**src/cict_pkg.sv**
```systemverilog
package cict_pkg;

  localparam logic [2:0] MODE_OBSERVE = 3'd0;
  localparam logic [2:0] MODE_TICK    = 3'd1;
  localparam logic [2:0] MODE_START   = 3'd2;
  localparam logic [2:0] MODE_CANCEL  = 3'd3;
  localparam logic [2:0] MODE_READ    = 3'd4;

  localparam logic [1:0] PH_IDLE   = 2'd0;
  localparam logic [1:0] PH_LISTEN = 2'd1;
  localparam logic [1:0] PH_DONE   = 2'd2;

  localparam logic [16:0] ELAPSED_MAX = 17'h1FFFF;
  localparam logic [15:0] SAMPLES_MAX = 16'hFFFF;

  typedef struct packed {
    logic [2:0]  mode;
    logic        entry_valid;
    logic [28:0] frame_id;
    logic [7:0]  frame_pid;
    logic [63:0] frame_payload;
    logic [4:0]  read_index;
  } in_t;

  typedef struct packed {
    logic [1:0]  scan_phase;
    logic [5:0]  entry_count;
    logic        hit;
    logic        inserted;
    logic        dropped;
    logic        window_closed;
    logic        rd_valid;
    logic [28:0] rd_frame_id;
    logic [7:0]  rd_pid;
    logic [15:0] rd_samples;
    logic [63:0] rd_payload;
  } out_t;

  typedef struct packed {
    logic [28:0] id;
    logic [7:0]  pid;
    logic [15:0] samples;
    logic [63:0] payload;
  } entry_t;

endpackage

```
**src/cict_ram.sv**
```systemverilog
module cict_ram #(
  parameter int WIDTH = 8,
  parameter int DEPTH = 32,
  localparam int AW = (DEPTH > 1) ? $clog2(DEPTH) : 1
) (
  input  logic             clk,
  input  logic             we,
  input  logic [AW-1:0]    waddr,
  input  logic [WIDTH-1:0] wdata,
  input  logic [AW-1:0]    raddr,
  output logic [WIDTH-1:0] rdata
);

  logic [WIDTH-1:0] mem [DEPTH];

  always_ff @(posedge clk) begin
    if (we) begin
      mem[waddr] <= wdata;
    end
    rdata <= mem[raddr];
  end

endmodule

```
**src/can_id_census_table.sv**
```systemverilog
// Census of CAN (id, PID) pairs held in one single-port-write, registered-read table RAM.
// A listening observe word scans the table one entry per cycle, starting at entry 0; with an
// empty table it goes straight to the insert. A hit or insert is written back at the end.
// In-range read words fetch their entry in ST_RDATA before ST_EMIT; one word is in work at a time.
// A result waits in the output register while the next word is accepted.
// Synchronous reset sets the idle phase with an empty table; the RAM is not cleared.
module can_id_census_table_core #(
  parameter int TABLE_ENTRIES = 32
) (
  input  logic           clk,
  input  logic           rst,
  input  logic           in_valid,
  output logic           in_stall,
  input  cict_pkg::in_t  in_data,
  output logic           out_valid,
  input  logic           out_stall,
  output cict_pkg::out_t out_data,
  input  logic           cfg_we,
  input  logic [15:0]    cfg_wdata
);

  localparam int IDX_W = (TABLE_ENTRIES > 1) ? $clog2(TABLE_ENTRIES) : 1;
  localparam int CNT_W = $clog2(TABLE_ENTRIES + 1);
  localparam int CMP_W = (CNT_W > 5) ? CNT_W : 5;
  localparam int ENT_W = $bits(cict_pkg::entry_t);

  localparam logic [2:0] ST_IDLE  = 3'd0;
  localparam logic [2:0] ST_SCAN  = 3'd1;
  localparam logic [2:0] ST_INS   = 3'd2;
  localparam logic [2:0] ST_RDATA = 3'd3;
  localparam logic [2:0] ST_EMIT  = 3'd4;

  logic [2:0]       state;
  logic [2:0]       first_state;
  logic [1:0]       phase;
  logic [16:0]      elapsed;
  logic [16:0]      elapsed_next;
  logic [CNT_W-1:0] count;
  logic [15:0]      duration;
  logic [IDX_W-1:0] cmp_idx;
  cict_pkg::in_t    in_q;

  logic             res_hit;
  logic             res_ins;
  logic             res_drop;
  logic             res_closed;
  logic             res_rdv;
  cict_pkg::entry_t res_entry;

  logic             ram_we;
  logic [IDX_W-1:0] ram_waddr;
  logic [ENT_W-1:0] ram_wdata;
  logic [IDX_W-1:0] ram_raddr;
  logic [ENT_W-1:0] ram_rdata;
  cict_pkg::entry_t rd_entry;
  cict_pkg::entry_t new_entry;
  cict_pkg::entry_t upd_entry;

  logic accept;
  logic match;
  logic last;
  logic room;
  logic rd_in_range;
  logic closing;

  assign in_stall  = (state != ST_IDLE);
  assign accept    = in_valid && !in_stall;
  assign rd_entry  = ram_rdata;
  assign match     = (rd_entry.id == in_q.frame_id) && (rd_entry.pid == in_q.frame_pid);
  assign last      = (CNT_W'(cmp_idx) == (count - CNT_W'(1)));
  assign room      = (count < CNT_W'(TABLE_ENTRIES));
  assign rd_in_range = (CMP_W'(in_data.read_index) < CMP_W'(count));
  assign elapsed_next = (elapsed < cict_pkg::ELAPSED_MAX) ? (elapsed + 17'd1) : elapsed;
  assign closing   = (in_data.mode == cict_pkg::MODE_TICK) && (phase == cict_pkg::PH_LISTEN)
                     && (elapsed_next > {1'b0, duration});

  // Where an accepted word goes next.
  always_comb begin
    first_state = ST_EMIT;
    if (in_data.mode == cict_pkg::MODE_OBSERVE && phase == cict_pkg::PH_LISTEN
        && in_data.entry_valid) begin
      first_state = (count == '0) ? ST_INS : ST_SCAN;
    end else if (in_data.mode == cict_pkg::MODE_READ && rd_in_range) begin
      first_state = ST_RDATA;
    end
  end

  always_comb begin
    new_entry.id      = in_q.frame_id;
    new_entry.pid     = in_q.frame_pid;
    new_entry.samples = 16'd1;
    new_entry.payload = in_q.frame_payload;

    upd_entry.id      = rd_entry.id;
    upd_entry.pid     = rd_entry.pid;
    upd_entry.samples = (rd_entry.samples == cict_pkg::SAMPLES_MAX) ? rd_entry.samples
                                                                    : rd_entry.samples + 16'd1;
    upd_entry.payload = in_q.frame_payload;
  end

  always_comb begin
    ram_we    = 1'b0;
    ram_waddr = IDX_W'(count);
    ram_wdata = new_entry;
    ram_raddr = cmp_idx + IDX_W'(1);
    unique case (state)
      ST_IDLE: begin
        if (in_data.mode == cict_pkg::MODE_READ) begin
          ram_raddr = IDX_W'(in_data.read_index);
        end else begin
          ram_raddr = '0;
        end
      end
      ST_SCAN: begin
        if (match) begin
          ram_we    = 1'b1;
          ram_waddr = cmp_idx;
          ram_wdata = upd_entry;
        end else if (last && room) begin
          ram_we = 1'b1;
        end
      end
      ST_INS: begin
        ram_we = room;
      end
      default: begin
      end
    endcase
  end

  cict_ram #(
    .WIDTH(ENT_W),
    .DEPTH(TABLE_ENTRIES)
  ) u_table (
    .clk  (clk),
    .we   (ram_we),
    .waddr(ram_waddr),
    .wdata(ram_wdata),
    .raddr(ram_raddr),
    .rdata(ram_rdata)
  );

  always_ff @(posedge clk) begin
    if (rst) begin
      state     <= ST_IDLE;
      phase     <= cict_pkg::PH_IDLE;
      elapsed   <= '0;
      count     <= '0;
      duration  <= '0;
      out_valid <= 1'b0;
    end else begin
      if (cfg_we) begin
        duration <= cfg_wdata;
      end
      if (out_valid && !out_stall && state != ST_EMIT) begin
        out_valid <= 1'b0;
      end

      unique case (state)
        ST_IDLE: begin
          if (accept) begin
            in_q       <= in_data;
            cmp_idx    <= '0;
            res_hit    <= 1'b0;
            res_ins    <= 1'b0;
            res_drop   <= 1'b0;
            res_closed <= closing;
            res_rdv    <= 1'b0;
            res_entry  <= '0;
            state      <= first_state;
            unique case (in_data.mode)
              cict_pkg::MODE_TICK: begin
                if (phase == cict_pkg::PH_LISTEN) begin
                  elapsed <= elapsed_next;
                  if (closing) begin
                    phase <= cict_pkg::PH_DONE;
                  end
                end
              end
              cict_pkg::MODE_START: begin
                count   <= '0;
                elapsed <= '0;
                phase   <= cict_pkg::PH_LISTEN;
              end
              cict_pkg::MODE_CANCEL: begin
                count   <= '0;
                elapsed <= '0;
                phase   <= cict_pkg::PH_IDLE;
              end
              default: begin
              end
            endcase
          end
        end
        ST_SCAN: begin
          // Entry cmp_idx is on the read port now; the next address is already issued.
          if (match) begin
            res_hit <= 1'b1;
            state   <= ST_EMIT;
          end else if (last) begin
            if (room) begin
              count   <= count + CNT_W'(1);
              res_ins <= 1'b1;
            end else begin
              res_drop <= 1'b1;
            end
            state <= ST_EMIT;
          end else begin
            cmp_idx <= cmp_idx + IDX_W'(1);
          end
        end
        ST_INS: begin
          if (room) begin
            count   <= count + CNT_W'(1);
            res_ins <= 1'b1;
          end else begin
            res_drop <= 1'b1;
          end
          state <= ST_EMIT;
        end
        ST_RDATA: begin
          res_rdv   <= 1'b1;
          res_entry <= rd_entry;
          state     <= ST_EMIT;
        end
        ST_EMIT: begin
          if (!out_valid || !out_stall) begin
            out_valid              <= 1'b1;
            out_data.scan_phase    <= phase;
            out_data.entry_count   <= 6'(count);
            out_data.hit           <= res_hit;
            out_data.inserted      <= res_ins;
            out_data.dropped       <= res_drop;
            out_data.window_closed <= res_closed;
            out_data.rd_valid      <= res_rdv;
            out_data.rd_frame_id   <= res_entry.id;
            out_data.rd_pid        <= res_entry.pid;
            out_data.rd_samples    <= res_entry.samples;
            out_data.rd_payload    <= res_entry.payload;
            state                  <= ST_IDLE;
          end
        end
        default: begin
          state <= ST_IDLE;
        end
      endcase
    end
  end

endmodule

```
**config.mk**
```make
export PLATFORM = sky130hd
export DESIGN_NAME = can_id_census_table_core
export DESIGN_NICKNAME = d
export VERILOG_FILES = /design/src/cict_pkg.sv /design/src/cict_ram.sv /design/src/can_id_census_table.sv
export SDC_FILE = /design/constraint.sdc
export NUM_CORES = 2
export LEC_CHECK = 0
export BUFFER_PORTS_ARGS = -buffer_cell sky130_fd_sc_hd__buf_2
export CORE_ASPECT_RATIO = 0.9
export CORE_MARGIN = 5
export CORE_UTILIZATION = 55
export DETAILED_ROUTE_END_ITERATION = 10
export HOLD_SLACK_MARGIN = 0.03
export PLACE_DENSITY_LB_ADDON = 0.05
export SETUP_SLACK_MARGIN = 0.15
export SYNTH_ARGS = -nofsm -noshare
export SYNTH_HDL_FRONTEND = slang
export SYNTH_SLANG_ARGS = --single-unit
```
**constraint.sdc**
```tcl
create_clock -name clk -period 11.2 [get_ports clk]
set_clock_uncertainty 0.15 [all_clocks]
set_input_delay 0 -clock clk [delete_from_list [all_inputs] [get_ports clk]]
set_output_delay 0 -clock clk [all_outputs]
set_load 0.01 [all_outputs]
```
==> reports/metrics.cfg <==
[run_status]
status=finished clean

[clock_network]
cts.sinks=4264
post-cts-setup-buffer-count=0
post_cts_resized=0
cts_root_buf=clkbuf_16
max-clock-path-buffers=4
path_clk_slew_ns=0.06
clock_latency_ns=0.97
cts_buffers=414
h-tree-depth=5
cts_tree=built

[synthesis]
synth_fa_ha_area_frac=0.00200
synthXorXnorAreaFrac=0.00394
synth_area_per_cell_um2=14.1
synth-main-ff-cell=edfxtp_1
synth_top_cells_by_count=edfxtp_1 (4102), nand2_1 (3089), a21oi_1 (1552)
synth-edff-count=4102
synth_most_common_cell=edfxtp_1
ys_warn_count=0
syn_inst=11500
synth_mux_area_frac=0.0234
synth_top_family_by_area=simple AND/OR/NAND/NOR gates
synth_compound_area_frac=0.0656
synth_simple_gate_area_frac=0.105
ys_seq_area_frac=0.779
synth_top_area_frac=0.759
synthArstFlopShare=0
synth_cell_type_count=60
synth_area_um2=162000
synth_area_leaders=edfxtp_1 (76%), nand2_1 (7.1%), a21oi_1 (4.8%)
syn_nets=11700
synth_area_leader_cell=edfxtp_1
ys_ff_latch=4264

[die]
coreArea_um2=294000
row_count=189
boundaryPins=263
initial_core_util=0.552
die_area_um2=306000
dieWidth_um=583
die_h_um=525

[global_routing]
antenna_found_initial=24
grt-ovfl-total=0
grt_pass1_wl_um=658000
grt_use_total=0.291
grt_pass1_vias=93800
grt_max_degree=175

[detailed_routing]
vias=99800
wl_per_cell_um=28.2
drc=0
viasPerCell=6.14
drt-initial-drc-count=12300
drtAntennaViolNets=0
drt-total-wl_um=458000
dr.pass1.iters=8

[finish]
syn2layout_area_growth_pct=13.4
stdcell_area_um2=184000
nets=12100
finalNonFillerCells=16200
final_util=0.626
drive_above_1_share=0.0923
fillCellCount=21800

[worst_setup_path]
required_ns=11.62
cp.arrival_ns=6.80
cp_common_cell=buf_4
worstPathMaxFanout=38
worstPathCellList=xnor2_1, nand4_1, nor4_2, nand4_1, buf_4, mux2i_1, nand2_1, nor2_4, buf_4, buf_4
critPathSlowestCell=buf_4
start_kind=flop
cp_slowest_stage_delay_ns=0.80
critical_path_class=reg -> reg
end_kind=flop

[place]
gp_congestion=0.806
place_area_um2=168000
hpwl_um=224000
numPortBuffers=262
dp_cells=15200

[run]
maxCapViolCount=0

[timing]
worst_slew_pin_slew_ns=1.44
timing.slew.headroom=0.0372
clock.fmax_mhz=157
finalSetupViolCount=0
rsz0062_at_grt=no
min_period_ns=6.38
finalSetupTns_ns=0
finalHoldViolCount=0
final.period_utilization=0.569
drv_slew=0

[power_and_ir_drop]
power_density_nw_per_um2=198
leakage_nw=63.4
ir_drop_v=0.000199

[min_path]
hp-class=in -> reg

## repair_timing
item	in CTS	in global routing
setup endpoints to repair	0	0
endpoints found under the hold margin	238	0
hold buffers	291	0
## through the flow
stage	setup WS [ns]	hold slack [ns]	power [mW]
global placement	4.85	0.0261	22.9
finish	4.82	0.109	36.5
floorplan	3.36	-0.0511	21.2
global route	4.72	0.0873	37.7
detailed placement	4.86	0.0281	22.9
CTS	4.80	0.0408	36.6
## metal layers
metal | up-vias | GRT usage | wire length, um | share of wire
li1 | 43400 | - | - | -
met5 | - | 0 | 54 | 0.00012
met4 | 8 | 0.0646 | 10200 | 0.022
met1 | 50700 | 0.452 | 197000 | 0.43
met3 | 635 | 0.0436 | 43500 | 0.095
met2 | 5071 | 0.440 | 206000 | 0.45
## layout by cell type, fill, tap and decap left out, types with 25 or more instances in the layout
cell type and count:
a21oi_1 1550, a22o_1 117, and3_1 126, buf_12 43
buf_2 262, buf_4 172, bufinv_16 30, clkbuf_1 108
clkbuf_16 423, clkbuf_8 34, clkinv_1 74, clkinv_2 75
dfxtp_1 161, dlygate4sd3_1 291, edfxtp_1 4102, ha_1 26
inv_1 29, mux2i_1 375, nand2_1 3089, nand3_1 25
nor2_1 72, nor2_4 35, nor3_1 135, nor4_1 470
o21ai_0 137, o22ai_1 117, xnor2_1 53
## state kept, by name, summed over array words and instances (netlist names), 6 cells and up
| signal | cells |
|---|---|
| u_table.mem | 3744 |
| out_data | 130 |
| res_entry | 117 |
| u_table.rdata | 117 |
| in_q | 101 |
| elapsed | 17 |
| duration | 16 |
| count | 6 |
## power breakdown
part / internal (mW) / leakage (nW) / total [mW] / switching, mW
clock network: 7.86 / 6.55 / 13.7 / 5.89
registers: 17.8 / 37.4 / 18.2 / 0.425
logic: 1.35 / 19.4 / 4.51 / 3.16
## area by class of cell
class,count,area [um2],share of cell area
Inverter,29,109,0.000591
Timing Repair Buffer,769,6390,0.0347
Clock buffer,565,11500,0.0622
Sequential cell,4264,126000,0.687
Multi-Input combinational cell,6490,32900,0.179
Clock inverter,206,1910,0.0104
Tap cell,3915,4900,0.0266
Antenna cell,10,25.0,0.000136
## critical path, delay by kind of cell (launching register included)
kind,cells,cell delay (ns)
buffers and inverters,3,1.82
XOR/XNOR,1,0.53
AND/OR/NAND/NOR,5,2.32
flip-flops,1,0.79
multiplexers,1,0.24
## kinds of logic (layout without fill, tap and decap cells)
logic type / count (synthesis) / after routing
compound gates: 1978 / 1978
fa+ha+maj: 26 / 26
mux: 379 / 379
xor+xnor: 73 / 73
simple gates: 4034 / 4034
buf+inv: 756 / 1569
other cells: 0 / 10
flops: 4264 / 4264
## path summary, 6_finish.rpt
check | start | to | depth (start not counted) | slack (ns)
worst max-delay path | in_q[74] | u_table.mem[28][19] | 10 | 4.82
worst min-delay path | rst | elapsed[12] | 3 | 0.11
worst max register to register | in_q[74] | u_table.mem[28][19] | 10 | 4.82
worst min register to register | res_entry[116] | out_data[116] | 0 | 0.25
Note: power is estimated with default switching activity, not from simulation.
